**config.mk**
```make
export PLATFORM = sky130hd
export DESIGN_NAME = streaming_substring_finder_top
export DESIGN_NICKNAME = d
export VERILOG_FILES = /design/src/hw/rtl/ssf_pkg.sv /design/src/hw/rtl/streaming_substring_finder_top.sv /design/src/hw/rtl/ssf_cell.sv
export SDC_FILE = /design/constraint.sdc
export NUM_CORES = 1
export LEC_CHECK = 0
export BUFFER_PORTS_ARGS = -buffer_cell sky130_fd_sc_hd__buf_2
export CORE_MARGIN = 4
export CORE_UTILIZATION = 55
export DETAILED_ROUTE_END_ITERATION = 6
export GPL_TIMING_DRIVEN = 0
export PLACE_DENSITY = 0.73
export SLEW_MARGIN = 20
export SYNTH_ARGS = -nofsm -noshare
export SYNTH_HDL_FRONTEND = slang
export SYNTH_SLANG_ARGS = --single-unit
```
**constraint.sdc**
```tcl
create_clock -name clk_i -period 7.8 [get_ports clk_i]
set_input_delay 0.78 -clock clk_i [delete_from_list [all_inputs] [get_ports clk_i]]
set_output_delay 0.78 -clock clk_i [all_outputs]
set_load 0.05 [all_outputs]
```
**src/hw/rtl/ssf_pkg.sv**
```systemverilog
// ----------------------------------------------------------------------------
// ssf_pkg: shared types and constants of the substring finder
// Register map indexes, cell control bundle and the ASCII fold helper.
// ----------------------------------------------------------------------------
`timescale 1ns / 1ps
`default_nettype none

package ssf_pkg;

  localparam int NEEDLE_BYTES = 16;
  localparam int NEEDLE_W     = 8 * NEEDLE_BYTES;
  localparam int LEN_W        = 5;
  localparam int REG_IDX_W    = 3;

  localparam logic [REG_IDX_W-1:0] REG_PATTERN_LOW    = 3'd0;
  localparam logic [REG_IDX_W-1:0] REG_PATTERN_HIGH   = 3'd1;
  localparam logic [REG_IDX_W-1:0] REG_PATTERN_LENGTH = 3'd2;
  localparam logic [REG_IDX_W-1:0] REG_FOLD_CASE      = 3'd3;
  localparam logic [REG_IDX_W-1:0] REG_SEARCH_START   = 3'd4;

  localparam logic [7:0] CHAR_UPPER_A = 8'h41;
  localparam logic [7:0] CHAR_UPPER_Z = 8'h5A;
  localparam logic [7:0] CHAR_LOWER_A = 8'h61;

  typedef struct packed {
    logic                shift;
    logic                fold;
    logic [LEN_W-1:0]    len;
    logic [NEEDLE_W-1:0] needle;
  } cell_ctrl_t;

  function automatic logic [7:0] fold_byte(input logic [7:0] c, input logic en);
    logic [7:0] r;
    r = c;
    if (en && (c >= CHAR_UPPER_A) && (c <= CHAR_UPPER_Z)) begin
      r = c + (CHAR_LOWER_A - CHAR_UPPER_A);
    end
    return r;
  endfunction

endpackage

`default_nettype wire

```
**src/hw/rtl/streaming_substring_finder_top.sv**
```systemverilog
// ----------------------------------------------------------------------------
// streaming_substring_finder_top: streaming needle search over a byte stream
// Shifts text bytes through a row of compare cells and reports the first
// match at or after the start position when the last byte of a run arrives.
// ----------------------------------------------------------------------------
// Throughput: one item per cycle; the input stalls only while a last byte waits
//   in stage one behind a result item that is not taken.
// Results: a last byte is registered in stage one, and its result item moves into
//   the result register once that is free. Reset: configuration registers and
//   stream state clear at once; the window needs no clearing since only bytes of the current run are ever compared.
`timescale 1ns / 1ps
`default_nettype none

module streaming_substring_finder_top
  import ssf_pkg::*;
#(
  parameter int MAX_PATTERN = 16,
  parameter int COUNT_BITS  = 32
) (
  input  wire logic        clk_i,
  input  wire logic        rst_ni,
  // input stream
  input  wire logic        s_tvalid,
  output logic             s_tready,
  input  wire logic [7:0]  s_tdata,   // [7:0] text_byte
  input  wire logic        s_tlast,   // final_byte
  // result stream
  output logic             m_tvalid,
  input  wire logic        m_tready,
  output logic [63:0]      m_tdata,   // [31:0] hit_position, [63:32] text_length
  output logic             m_tuser,   // hit
  // configuration
  input  wire logic        psel,
  input  wire logic        penable,
  input  wire logic        pwrite,
  input  wire logic [5:0]  paddr,
  input  wire logic [63:0] pwdata,
  output logic [63:0]      prdata,
  output logic             pready
);

  localparam int WIDE = (COUNT_BITS > 32) ? COUNT_BITS : 32;
  localparam logic [COUNT_BITS-1:0] CNT_MAX = '1;

  // configuration registers
  logic [63:0]      pat_lo_q, pat_hi_q;
  logic [LEN_W-1:0] pat_len_q;
  logic             fold_q;
  logic [31:0]      start_q;
  logic             cfg_wr;
  logic [REG_IDX_W-1:0] reg_idx;

  assign pready  = 1'b1;
  assign reg_idx = paddr[5:3];
  assign cfg_wr  = psel && penable && pwrite;

  always_ff @(posedge clk_i or negedge rst_ni) begin
    if (!rst_ni) begin
      pat_lo_q  <= '0;
      pat_hi_q  <= '0;
      pat_len_q <= '0;
      fold_q    <= 1'b0;
      start_q   <= '0;
    end else if (cfg_wr) begin
      case (reg_idx)
        REG_PATTERN_LOW:    pat_lo_q  <= pwdata;
        REG_PATTERN_HIGH:   pat_hi_q  <= pwdata;
        REG_PATTERN_LENGTH: pat_len_q <= pwdata[LEN_W-1:0];
        REG_FOLD_CASE:      fold_q    <= pwdata[0];
        REG_SEARCH_START:   start_q   <= pwdata[31:0];
        default: ;
      endcase
    end
  end

  always_comb begin
    case (reg_idx)
      REG_PATTERN_LOW:    prdata = pat_lo_q;
      REG_PATTERN_HIGH:   prdata = pat_hi_q;
      REG_PATTERN_LENGTH: prdata = {{(64-LEN_W){1'b0}}, pat_len_q};
      REG_FOLD_CASE:      prdata = {63'd0, fold_q};
      REG_SEARCH_START:   prdata = {32'd0, start_q};
      default:            prdata = '0;
    endcase
  end

  // handshake and pipeline control
  logic s_fire, s1_adv, out_free;
  logic s1_valid_q, s1_last_q, s1_counted_q;
  logic [COUNT_BITS-1:0] s1_cnt_q;
  logic [COUNT_BITS-1:0] count_q, count_d;
  logic counted;

  assign out_free = !m_tvalid || m_tready;
  assign s1_adv   = s1_valid_q && (!s1_last_q || out_free);
  assign s_tready = !s1_valid_q || !s1_last_q || out_free;
  assign s_fire   = s_tvalid && s_tready;

  assign counted = count_q != CNT_MAX;

  always_comb begin
    count_d = count_q;
    if (s_fire) begin
      if (s_tlast) begin
        count_d = '0;
      end else if (counted) begin
        count_d = count_q + 1'b1;
      end
    end
  end

  always_ff @(posedge clk_i or negedge rst_ni) begin
    if (!rst_ni) begin
      count_q    <= '0;
      s1_valid_q <= 1'b0;
    end else begin
      count_q <= count_d;
      if (s_fire) begin
        s1_valid_q <= 1'b1;
      end else if (s1_adv) begin
        s1_valid_q <= 1'b0;
      end
    end
  end

  always_ff @(posedge clk_i) begin
    if (s_fire) begin
      s1_last_q    <= s_tlast;
      s1_counted_q <= counted;
      s1_cnt_q     <= counted ? count_q + 1'b1 : count_q;
    end
  end

  // cell row
  cell_ctrl_t ctrl;
  logic [7:0] chain [MAX_PATTERN+1];
  logic [MAX_PATTERN-1:0] cell_ok;

  assign ctrl.shift  = s_fire;
  assign ctrl.fold   = fold_q;
  assign ctrl.len    = pat_len_q;
  assign ctrl.needle = {pat_hi_q, pat_lo_q};
  assign chain[0]    = s_tdata;

  for (genvar j = 0; j < MAX_PATTERN; j++) begin : g_cell
    ssf_cell #(.IDX(j)) u_cell (
      .clk_i  (clk_i),
      .ctrl_i (ctrl),
      .data_i (chain[j]),
      .data_o (chain[j+1]),
      .ok_o   (cell_ok[j])
    );
  end

  // match decision on the window of the item in stage one
  logic [WIDE-1:0] cnt_w, len_w, srch_w, begin_w;
  logic            len_fits, match_now;
  logic            match_seen_q;
  logic [WIDE-1:0] first_q;

  assign cnt_w    = WIDE'(s1_cnt_q);
  assign len_w    = WIDE'(pat_len_q);
  assign srch_w   = WIDE'(start_q);
  assign begin_w  = cnt_w - len_w;
  assign len_fits = ({2'b00, pat_len_q} <= 7'(MAX_PATTERN));

  assign match_now = s1_counted_q && !match_seen_q && (pat_len_q != '0) && len_fits &&
                     (cnt_w >= len_w) && (begin_w >= srch_w) && (&cell_ok);

  logic            res_hit;
  logic [WIDE-1:0] res_pos;

  always_comb begin
    res_hit = match_seen_q || match_now;
    res_pos = match_now ? begin_w : first_q;
    if (pat_len_q == '0) begin
      res_hit = srch_w <= cnt_w;
      res_pos = srch_w;
    end
    if (!res_hit) begin
      res_pos = cnt_w;
    end
  end

  always_ff @(posedge clk_i or negedge rst_ni) begin
    if (!rst_ni) begin
      match_seen_q <= 1'b0;
      first_q      <= '0;
    end else if (s1_adv) begin
      if (s1_last_q) begin
        match_seen_q <= 1'b0;
        first_q      <= '0;
      end else if (match_now) begin
        match_seen_q <= 1'b1;
        first_q      <= begin_w;
      end
    end
  end

  // result register
  always_ff @(posedge clk_i or negedge rst_ni) begin
    if (!rst_ni) begin
      m_tvalid <= 1'b0;
    end else if (s1_adv && s1_last_q) begin
      m_tvalid <= 1'b1;
    end else if (m_tready) begin
      m_tvalid <= 1'b0;
    end
  end

  always_ff @(posedge clk_i) begin
    if (s1_adv && s1_last_q) begin
      m_tuser <= res_hit;
      m_tdata <= {cnt_w[31:0], res_pos[31:0]};
    end
  end

  // checks
  a_no_drop: assert property (@(posedge clk_i) disable iff (!rst_ni)
    (m_tvalid && !m_tready && s1_valid_q && s1_last_q) |-> !s_tready)
    else $error("stage one would overwrite a pending result");

  a_clear_after_run: assert property (@(posedge clk_i) disable iff (!rst_ni)
    (s1_adv && s1_last_q) |=> !match_seen_q)
    else $error("match state not cleared after a run");

  a_count_restart: assert property (@(posedge clk_i) disable iff (!rst_ni)
    (s_fire && s_tlast) |=> (count_q == '0))
    else $error("byte count not restarted after a run");

  a_miss_pos: assert property (@(posedge clk_i) disable iff (!rst_ni)
    (m_tvalid && !m_tuser) |-> (m_tdata[31:0] == m_tdata[63:32]))
    else $error("miss result position differs from length");

endmodule

`default_nettype wire

```
**src/hw/rtl/ssf_cell.sv**
```systemverilog
// ----------------------------------------------------------------------------
// ssf_cell: one window cell
// Holds one recent byte, passes it on to the next cell on each item and
// compares it against the needle byte that lines up with its position.
// ----------------------------------------------------------------------------
`timescale 1ns / 1ps
`default_nettype none

module ssf_cell
  import ssf_pkg::*;
#(
  parameter int IDX = 0
) (
  input  wire logic       clk_i,
  input  wire cell_ctrl_t ctrl_i,
  input  wire logic [7:0] data_i,
  output logic      [7:0] data_o,
  output logic            ok_o
);

  localparam logic [6:0] IDX7 = 7'(IDX);

  logic [7:0] win_q, win_d;
  logic [6:0] len7;
  logic [6:0] sel;
  logic       used;
  logic [7:0] nb;

  assign win_d = ctrl_i.shift ? data_i : win_q;

  always_ff @(posedge clk_i) begin
    win_q <= win_d;
  end

  // needle byte len-1-IDX aligns with this cell; bytes at index 16 and up read as zero
  assign len7 = {2'b00, ctrl_i.len};
  assign used = len7 > IDX7;
  assign sel  = len7 - IDX7 - 7'd1;
  assign nb   = (sel < 7'(NEEDLE_BYTES)) ? ctrl_i.needle[{sel[3:0], 3'b000} +: 8] : 8'h00;

  assign ok_o   = !used || (fold_byte(win_q, ctrl_i.fold) == fold_byte(nb, ctrl_i.fold));
  assign data_o = win_q;

endmodule

`default_nettype wire

```
# After elaboration in Yosys (flattened, before gate mapping)
# Index checks and enable logic that the tools add are counted.
[totals] regBits=460 output_inout_bits=132 elab_cells=423
[classes] addsub=64 order_cmp=100 eq_ne=21 n_shift=16 muxes=62 n_reduce_logical=129
[ops] cell="variable part select 128 x 8 -> 8 bit" n=16
[ops] cell="two-way mux 8 bit" n=48
[ops] cell="case mux 64 bit (5 select lines)" n=1
[ops] cell="adder 8 x 6 -> 8 bit (second input constant)" n=32
[ops] cell="greater-or-equal comparator 8 x 7 -> 1 bit (second input constant)" n=32
[ops] cell="<= comparator 8 x 7 -> 1 bit (second input constant)" n=32
[ops] cell="two-way mux 32 bit" n=6
[ops] cell="equality test 8 bit" n=16
[ops] cell="< comparator 7 x 5 -> 1 bit (second input constant)" n=16
[ops] cell="subtractor 7 x 1 -> 7 bit (second input constant)" n=15
[ops] cell="logical AND 1 bit" n=75
[ops] cell="subtractor 5 x 4 -> 6 bit (second input constant)" n=8
[ops] cell="greater-than comparator 5 x 4 -> 1 bit (second input constant)" n=8
[ops] cell="adder 32 x 1 -> 32 bit (second input constant)" n=1
[ops] cell="greater-or-equal comparator 32 bit" n=1
[ops] cell="greater-or-equal comparator 32 x 5 -> 1 bit" n=1
[ops] cell="<= comparator 32 bit" n=1
[ops] cell="!= test 32 bit (second input constant)" n=1
[ops] cell="subtractor 32 x 5 -> 32 bit" n=1
[ops] cell="subtractor 5 x 3 -> 6 bit (second input constant)" n=4
[ops] cell="logical OR 1 bit" n=21
[ops] cell="greater-than comparator 5 x 3 -> 1 bit (second input constant)" n=4
[ops] cell="zero test 1 bit" n=20
[ops] cell="AND reduction 16 bit" n=1
[ops] cell="other kinds (14)" n=31

# Depth between registers and ports, before layout
# Gate-level depths: netlist of run 1.
[depth] depth_word=15 ltp_mapped=36

# Hierarchy
# A second synthesis of run 1 with hierarchy kept.
[unflattened] cells_unflattened=4137 area_unflattened_um2=47688.2
[by_module_without_submodules] module="streaming_substring_finder_top" n_inst=1 cells_per_inst=1479 area_per_inst_um2=16888.7
[by_module_without_submodules] module="ssf_cell at g_cell[10].u_cell" n_inst=1 cells_per_inst=195 area_per_inst_um2=2214.6
[by_module_without_submodules] module="ssf_cell at g_cell[14].u_cell" n_inst=1 cells_per_inst=181 area_per_inst_um2=2025.7
[by_module_without_submodules] module="ssf_cell at g_cell[2].u_cell" n_inst=1 cells_per_inst=172 area_per_inst_um2=1988.2
[by_module_without_submodules] module="ssf_cell at g_cell[3].u_cell" n_inst=1 cells_per_inst=177 area_per_inst_um2=1979.4
[by_module_without_submodules] module="ssf_cell at g_cell[8].u_cell" n_inst=1 cells_per_inst=219 area_per_inst_um2=1974.4
[by_module_without_submodules] module="ssf_cell at g_cell[5].u_cell" n_inst=1 cells_per_inst=171 area_per_inst_um2=1966.9
[by_module_without_submodules] module="ssf_cell at g_cell[6].u_cell" n_inst=1 cells_per_inst=180 area_per_inst_um2=1964.4
[by_module_without_submodules] module="ssf_cell at g_cell[13].u_cell" n_inst=1 cells_per_inst=148 area_per_inst_um2=1950.6
[by_module_without_submodules] module="ssf_cell at g_cell[4].u_cell" n_inst=1 cells_per_inst=161 area_per_inst_um2=1928.1
[by_module_without_submodules] module="ssf_cell at g_cell[1].u_cell" n_inst=1 cells_per_inst=159 area_per_inst_um2=1906.8
[by_module_without_submodules] module="ssf_cell at g_cell[15].u_cell" n_inst=1 cells_per_inst=149 area_per_inst_um2=1900.6
[by_module_without_submodules] module="ssf_cell at g_cell[12].u_cell" n_inst=1 cells_per_inst=162 area_per_inst_um2=1870.5
[by_module_without_submodules] module="ssf_cell at g_cell[11].u_cell" n_inst=1 cells_per_inst=149 area_per_inst_um2=1845.5
[by_module_without_submodules] module="+3 rows"

# Worst setup path before layout of run 1
# No wires, ideal clock.
[synth_path] path_kind="flip-flop to flip-flop" start="reg pat_len_q[0]" end="reg m_tdata[28] (data pin)" setup_ns=0.260 arrival_ns=6.604 required_time_ns=7.540 slack_ns=0.936 path_stages_with_launch=35 path_buffers=14 period_less_slack_ns=6.864 path_cell_list="dfrtp_1 -> buf_4 -> inv_4 -> buf_6 -> buf_6 -> buf_4 -> buf_2 -> buf_2 -> ha_1 -> buf_6 -> buf_6 -> buf_6 -> buf_6 -> nand2_1 -> nor2_2 -> xnor2_1 -> clkbuf_1 -> nand3_1 -> o211ai_1 -> inv_1 -> ha_1 -> nor4b_1 -> a31oi_1 -> xnor2_1 -> or4_1 -> a21oi_1 -> a2bb2oi_2 -> and4_1 -> buf_4 -> a21boi_4 -> or2_4 -> inv_2 -> buf_6 -> buf_12 -> mux2_4"
[synth_via] elab_chain_cells=15 elab_cells_between_ends=255 cone_classes="47 x add/sub; 67 x order compare; 16 x eq/ne; 16 x shift; 36 x mux; 73 x reduce/logical"
[synth_rtl] element="from (decl)" line_no="streaming_substring_finder_top.sv:47" rtl="logic [LEN_W-1:0] pat_len_q;"
[synth_rtl] element="from (signal assigned)" line_no="streaming_substring_finder_top.sv:68" rtl="REG_PATTERN_LENGTH: pat_len_q <= pwdata[LEN_W-1:0];"
[synth_rtl] element="subtractor 5 x 1 -> 6 bit, or another cell as far along" line_no="ssf_cell.sv:38" rtl="assign sel = len7 - IDX7 - 7'd1;"
[synth_rtl] element="subtractor 7 x 1 -> 7 bit" line_no="ssf_cell.sv:38"
[synth_rtl] element="variable part select 128 x 8 -> 8 bit or < comparator 7 x 5 -> 1 bit (tied branches)" line_no="ssf_cell.sv:39" rtl="assign nb = (sel < 7'(NEEDLE_BYTES)) ? ctrl_i.needle[{sel[3:0], 3'b000} +: 8] : 8'h00;"
[synth_rtl] element="two-way mux 8 bit" line_no="ssf_cell.sv:39"
[synth_rtl] element="greater-or-equal comparator 8 x 7 -> 1 bit" line_no="ssf_pkg.sv:35" rtl="if (en && (c >= CHAR_UPPER_A) && (c <= CHAR_UPPER_Z)) begin"
[synth_rtl] element="logical AND 1 bit (2 in series)" line_no="ssf_pkg.sv:35"
[synth_rtl] element="two-way mux 8 bit" line_no="ssf_pkg.sv:35"
[synth_rtl] element="equality test 8 bit" line_no="ssf_cell.sv:41" rtl="assign ok_o = !used || (fold_byte(win_q, ctrl_i.fold) == fold_byte(nb, ctrl_i.fold));"
[synth_rtl] element="logical OR 1 bit" line_no="ssf_cell.sv:41"
[synth_rtl] element="AND reduction 16 bit" line_no="streaming_substring_finder_top.sv:168" rtl="(cnt_w >= len_w) && (begin_w >= srch_w) && (&cell_ok);"
[synth_rtl] element="logical AND 1 bit" line_no="streaming_substring_finder_top.sv:168"
[synth_rtl] element="logical OR 1 bit" line_no="streaming_substring_finder_top.sv:174" rtl="res_hit = match_seen_q || match_now;"
[synth_rtl] element="two-way mux 1 bit *" line_no="streaming_substring_finder_top.sv:176" rtl="if (pat_len_q == '0) begin"
[synth_rtl] element="net res_hit" line_no="streaming_substring_finder_top.sv:170" rtl="logic res_hit;"
[synth_rtl] element="two-way mux 32 bit *" line_no="streaming_substring_finder_top.sv:180" rtl="if (!res_hit) begin"
[synth_rtl] element="net res_pos[28]" line_no="streaming_substring_finder_top.sv:171" rtl="logic [WIDE-1:0] res_pos;"
[synth_rtl] element="to (signal assigned)" line_no="streaming_substring_finder_top.sv:214" rtl="m_tdata <= {cnt_w[31:0], res_pos[31:0]};"
[synth_rtl] element="to (decl)" line_no="streaming_substring_finder_top.sv:30" rtl="output logic [63:0] m_tdata,"
# The timed path passes the listed nets; every way through them passes the cells marked *.
# A chain may end at the register's enable or synchronous reset.

# Worst setup path in the final report of run 1
# Same ends and word-level chain as after synthesis.

==> key figures, run 1 <==
Clock tree
  • CTS max path bufs: 3
  • TritonCTS clock tree: built
  • Clock transition at the registers of the reported paths: about 0.070 ns
  • Root Driver: clkbuf_16
  • CTS sink count: 460
  • Worst skew pair latency: around 0.63 ns
  • Hold buffer count at CTS: 0
  • H-tree Lvls: 2
  • Num CTS Buffers: 50

Timing
  • Final period utilization: around 100%
  • Max-slew violations: 0
  • Hold slack: roughly 0.085 ns
  • Measured slew at the worst slew-check pin: 1.339 ns
  • Setup TNS: 0 ns
  • Setup violators final: 0
  • Final Skew: about 0.035 ns
  • Slew HR: under 10%
  • Fmax: approximately 130 MHz
  • Min cycle time layout: between 7 and 8 ns
  • Final hold violation count: 0

Logic synthesis
  • Synth top area share: between 10% and 20%
  • Count leader, synth: mux2_2
  • Gate Count Post-Synth: roughly 3500
  • Ys async rst share: a little over 50%
  • Post-Syn Area: around 37000 um2
  • Main flop type after synthesis: dfrtp_1
  • Cell taking the most area after synthesis: edfxtp_1
  • Synth cell types: 117
  • Post-synthesis register bit count: 460
  • Largest cells by area after synthesis: edfxtp_1, dfrtp_1, mux4_2
  • Yosys Warn Count: 0
  • EDFF count, synth: 227
  • Register area share after synthesis: between 30 and 40%
  • Syn Area/Cell: about 10 um2
  • Mapped Nets: between 3000 and 4000
  • Post-synth top cells: mux2_2, nor2_1, dfrtp_1, nand2_1, mux2i_1

Worst setup path
  • Cell family with most CP delay: buffers and inverters
  • CP peak stage delay: approximately 0.46 ns
  • CP Data Required Time: 8.17 ns
  • Crit path capture type: register
  • Slowest-stage cell, CP: mux4_2
  • Worst EP arrival: 8.15 ns
  • Crit Path Max Fanout: 13
  • Startpoint type of the worst setup path: register
  • Buf/Inv on CP: 17
  • Most Frequent Cell on Critical Path: buf_12
  • Worst Path Class, Setup: register to register

Routing
  • Post-DRT Antenna Nets: 0
  • DR vias: 33860
  • # DRC: 0
  • WL per Instance: between 30 and 40 um
  • Vias/cell: slightly above 7
  • Drt total wl: approximately 160000 um
  • Initial DRC Count: 5185
  • DRT Pass-1 Iters: 6

Run status
  • Status: complete, no violations

Floorplanning
  • Site row count: 94
  • Boundary Pins: roughly 220
  • Chip width: ~270 um
  • Die Y: 267.5 um
  • Die area: 71550 um2
  • Core box area: approximately 66000 um2
  • Starting Density: 55.93%

Placed design
  • Port buffer count: about 210
  • Gpl congestion: approximately 1.1
  • Detailed Place HPWL: 130300 um
  • Post-DP Area: 39340 um2

Final layout
  • Final instance area: between 40000 and 50000 um2
  • Filler cells: 5421
  • Proportion of layout cells with a drive suffix above 1: between 20 and 30%
  • Core Util, Final: 63.27%
  • Multi-input gate area: approximately 23000 um2
  • Register area: between 10000 and 15000 um2
  • # nets final: a little over 4000
  • Area Overhead vs Synth: 13.13%

Pwr
  • IR drop worst, VDD: ~0.00029 V
  • P_leak: ~17 nW
  • Power Dens Cells: ~350 nW/um2

GRT
  • Grt total ovfl: 0
  • Vias in the first global route: 31530
  • Tot GR Track Use: between 40% and 50%
  • Antenna violations before repair: 7
  • First-pass GRT wire length: around 230000 um
  • Largest net degree at the start of global routing: between 100 and 150

Min path
  • Hold WC Path Type: primary input to asynchronous set/reset pin

Flow run
  • MaxCap Viol Count: 0
state kept, by name (all words and copies together), names as in the netlist, 5 cells and up:
signal                cells
cnt_w                    32
count_q                  32
first_q                  32
g_cell.u_cell.data_o    128
m_tdata                  64
pat_hi_q                 64
pat_len_q                 5
pat_lo_q                 64
srch_w                   32
cell type report:
class / instances / share of cell area [%]
clock buffer: 59 / 3.252
inverter: 139 / 1.284
buffer: 200 / 2.930
clock inverter: 34 / 1.060
multi-input combinational: 2725 / 55.37
tap: 864 / 2.580
sequential: 460 / 30.19
antenna: 6 / 0.03584
timing repair buffer: 244 / 3.297
stage by stage:
step                      setup WS [ns]  power (mW)  instances
after floorplan                  0.9356       8.367       3527
after global placement           -3.192       11.16       4603
after detailed placement         -2.236       11.19       4608
after CTS                      0.001684       14.01       4712
after global routing           -0.04868       14.87       4725
final                           0.02590       14.56       4731
cell families (layout without fill, tap and decap cells):
family / count (synthesis) / in the layout / synth area share [%]
simple gates: 930 / 930 / 12.54
xor+xnor: 195 / 195 / 5.139
mux: 687 / 687 / 24.68
flops: 460 / 460 / 34.15
compound gates: 781 / 781 / 14.69
fa+ha+maj: 131 / 131 / 4.446
buf+inv: 342 / 676 / 4.342
other cells: 1 / 7 / 0.01013
where the power goes:
| group | switching, mW | internal [mW] |
|---|---|---|
| sequential | 0.563 | 2.82 |
| clock | 1.10 | 1.51 |
| combinational | 5.42 | 3.14 |
| total | 7.09 | 7.47 |
path summary, 6_finish.rpt:
kind,startpoint,cells past startpoint,endpoint,slack (ns)
min,rst_ni,1,srch_w[25],0.09
max reg2reg,pat_len_q[0],34,m_tdata[28],0.03
max in group asynchronous,rst_ni,3,pat_len_q[2],6.49
min in group clk_i,s_tdata[4],1,g_cell[0].u_cell.data_o[4],0.32
max,pat_len_q[0],34,m_tdata[28],0.03
min reg2reg,g_cell[5].u_cell.data_o[7],0,g_cell[6].u_cell.data_o[7],0.49
what timing repair did:
action | 4_1_cts | 5_1_grt
setup buffers | 11 | 16
setup endpoints to repair | 66 | 65
gates resized for setup | 93 | 45
pin swaps | 6 | 5
worst reg2reg max path, delay by kind of cell (launching register included):
kind	cells	cell delay (ns)
multiplexers	5	1.43
buffers and inverters	17	2.99
AND/OR/NAND/NOR	5	1.25
AO/OA/AOI/OAI	3	0.56
adder cells (fa/ha/maj)	2	0.56
flip-flops	1	0.38
XOR/XNOR	2	0.34
placed cells by master (no fill, tap or decap), types with 76 or more instances in the layout:
| cell | n |
|---|---|
| a21oi_1 | 160 |
| a22o_1 | 76 |
| buf_2 | 242 |
| clkbuf_1 | 94 |
| dfrtp_1 | 231 |
| edfxtp_1 | 227 |
| ha_1 | 130 |
| inv_1 | 133 |
| mux2_2 | 291 |
| mux2i_1 | 219 |
| mux4_2 | 147 |
| nand2_1 | 231 |
| nand3_1 | 81 |
| nor2_1 | 239 |
| o21ai_0 | 114 |
| xnor2_1 | 110 |
layer usage:
| metal | GRT usage, % | routed length [um] | up-vias |
|---|---|---|---|
| li1 | - | - | 14100 |
| met1 | 62.16 | 63890 | 16830 |
| met2 | 63.21 | 66740 | 2440 |
| met3 | 15.40 | 23580 | 484 |
| met4 | 22.47 | 10400 | 10 |
| met5 | 0 | 66 | - |
No activity file was read; power rests on OpenSTA's default activity.
==> run 2, diff against run 1 <==
--- a/config.mk
+++ b/config.mk
@@ -10,7 +10,8 @@
 export CORE_UTILIZATION = 55
 export DETAILED_ROUTE_END_ITERATION = 6
 export GPL_TIMING_DRIVEN = 0
-export PLACE_DENSITY = 0.73
+export PLACE_DENSITY = 0.81
+export RECOVER_POWER = 50
 export SLEW_MARGIN = 20
 export SYNTH_ARGS = -nofsm -noshare
 export SYNTH_HDL_FRONTEND = slang
==> run 2 against run 1 <==
  * The flow now finishes with violations (max-capacitance violations, max-slew violations)
  * Critical path depth fell by 7
  * Cell count fell by 0.17%
  * Hold slack improved by 0.22 ns
  * Power fell by 1.5%
  * Setup slack got worse by 0.023 ns
  * Flip-flop and latch count did not move
  * Critical path type unchanged
==> key figures, run 2 (synthesized netlist as in run 1, its figures left out) <==
Run status
  • Status: finished with violations
  • Failing checks: max-capacitance violations, max-slew violations

Pwr
  • P_leak: between 15 and 20 nW
  • Power Dens Cells: roughly 340 nW/um2
  • IR drop worst, VDD: about 0.00025 V
  • Pwr Total: between 10 and 15 mW

Clock tree
  • CTS max path bufs: 3
  • Hold buffer count at CTS: 0
  • TritonCTS clock tree: built
  • Clock transition at the registers of the reported paths: ~0.060 ns
  • H-tree Lvls: 2
  • Num CTS Buffers: 49
  • Worst skew pair latency: roughly 0.65 ns
  • CTS sink count: 460
  • Root Driver: clkbuf_16

Routing
  • DRT Pass-1 Iters: 6
  • Drt total wl: 158100 um
  • Vias/cell: a little over 7
  • Initial DRC Count: roughly 6000
  • DR vias: between 30000 and 40000
  • WL per Instance: 33.47 um
  • Post-DRT Antenna Nets: 0
  • # DRC: 0

Floorplanning
  • Chip width: 267.5 um
  • Die area: 71550 um2
  • Boundary Pins: approximately 220
  • Die Y: around 270 um
  • Core box area: 66220 um2
  • Site row count: 94
  • Starting Density: 55.93%

Placed design
  • Port buffer count: about 210
  • Dpl ws: -2.505 ns
  • Post-DP Area: between 30000 and 40000 um2
  • Placed cell count: around 4600
  • Gpl congestion: 1.127
  • Detailed Place HPWL: 125100 um

Final layout
  • Filler cells: 5421
  • Area Overhead vs Synth: 12.63%
  • Max reg flops: roughly 130
  • Most common cell after layout, fill and taps aside: mux2_2
  • Finished Layout Cells: between 4000 and 5000
  • Multi-input gate area: approximately 23000 um2
  • Most frequent cells in the layout: mux2_2, nor2_1, nand2_1, dfrtp_1, edfxtp_1
  • # nets final: between 4000 and 5000
  • Final instance area: 41710 um2
  • Proportion of layout cells with a drive suffix above 1: around a quarter
  • Register area: between 10000 and 15000 um2

Worst setup path
  • Slowest-stage cell, CP: mux2i_1
  • Cell family with most CP delay: buffers and inverters
  • Buf/Inv on CP: 12
  • Reg-to-Reg Start: pat_len_q[0]
  • Worst r2r path cells: 27
  • Crit Path Max Fanout: 12
  • Startpoint type of the worst setup path: register
  • Most Frequent Cell on Critical Path: buf_12
  • CP peak stage delay: 0.80 ns
  • R2R Path End: first_q[30]
  • CP Data Required Time: 8.37 ns
  • Crit path capture type: register
  • Worst Path Class, Setup: register to register
  • R2R Setup Slk: about 0.0028 ns
  • Worst EP arrival: 8.36 ns

Flow run
  • MaxCap Viol Count: 4

GRT
  • Largest net degree at the start of global routing: 120
  • Vias in the first global route: approximately 31000
  • Antenna violations before repair: 4
  • Tot GR Track Use: 42.98%
  • First-pass GRT wire length: 223100 um
  • Grt total ovfl: 0

Timing
  • Setup violators final: 0
  • Final hold violation count: 0
  • RSZ-0062 raised after global routing: no
  • Fmax: 128.3 MHz
  • Final Skew: 0.02251 ns
  • Slew HR: -205.1%
  • Max-slew violations: about 240
  • Measured slew at the worst slew-check pin: roughly 4.6 ns
  • Min cycle time layout: a little under 8 ns
  • Final period utilization: about 100%
  • Setup WS post-layout: 0.002836 ns

Min path
  • Hold Crit Start: s_tdata[2]
  • Hold depth: 1
  • Hold Path Sink: g_cell[0].u_cell.data_o[2]
  • Hold WC Path Type: primary input to register
## run 2: per-stage QoR
stage                     TNS [ns]  hold slack, ns  utilization, %
after global placement     -163.13          0.4369           59.16
after detailed placement   -152.42          0.4309           59.40
after floorplan                  0          0.4244               -
after global routing             0          0.3062           62.98
final                            0          0.3018           62.99
after CTS                        0         0.02664           62.64
## run 2: what timing repair did
item | in CTS | in global routing
setup endpoints to repair | 66 | 64
gates resized for setup | 103 | 41
cloned | 0 | 0
setup buffers | 6 | 18
pin swaps | 6 | 10
## run 2: layout make-up
| type | instances | area share, % |
|---|---|---|
| antenna | 4 | 0.02400 |
| multi-input combinational | 2725 | 55.70 |
| sequential | 460 | 30.33 |
| inverter | 139 | 1.281 |
| timing repair buffer | 240 | 3.105 |
| tap | 864 | 2.592 |
| clock inverter | 26 | 0.7889 |
| buffer | 200 | 2.943 |
| clock buffer | 65 | 3.231 |
## run 2: worst max-delay path by stage
stage | from | to | slack (ns) | depth (start not counted)
floorplan | pat_len_q[0] | m_tdata[28] | 0.94 | 34
global placement | pat_len_q[2] | first_q[21] | -2.66 | 30
detailed placement | pat_len_q[0] | first_q[29] | -2.50 | 33
CTS | pat_len_q[2] | m_tdata[30] | 0.01 | 34
global route | pat_len_q[0] | m_tdata[29] | 0.01 | 32
finish | pat_len_q[0] | first_q[30] | 0.003 | 27
## run 2: where the power goes
| part | switching [mW] | total [mW] | internal [mW] | leakage [nW] |
|---|---|---|---|---|
| clock | 1.09 | 2.48 | 1.40 | 0.813 |
| combinational | 5.38 | 8.52 | 3.14 | 10.9 |
| sequential | 0.512 | 3.34 | 2.83 | 5.26 |
## run 2: worst reg2reg max path: stages (launching register included)
cell       delay [ns]
dfrtp_4          0.55
inv_4            0.15
buf_12           0.15
buf_8            0.19
buf_12           0.19
buf_12           0.20
ha_1             0.29
buf_12           0.18
buf_8            0.17
buf_6            0.17
buf_8            0.16
nand2_1          0.36
nor2_4           0.12
xnor2_1          0.49
mux2i_1          0.81
a21oi_1          0.19
o31ai_1          0.48
o2111ai_1        0.29
nor4_1           0.24
nand4_1          0.14
nor4_2           0.24
buf_4            0.17
and4_4           0.29
buf_4            0.21
nand2_1          0.20
nor3b_2          0.51
buf_2            0.42
a22o_1           0.20
## run 2: routing by layer
metal / share of wire (%) / vias up / GRT usage, % / wire length, um
met5: 0.025 / - / 0 / 40
met4: 6.4 / 4 / 19.46 / 10110
met3: 16 / 552 / 18.92 / 25660
met2: 39 / 2749 / 57.66 / 61150
met1: 39 / 16710 / 59.81 / 61110
li1: - / 14110 / - / -
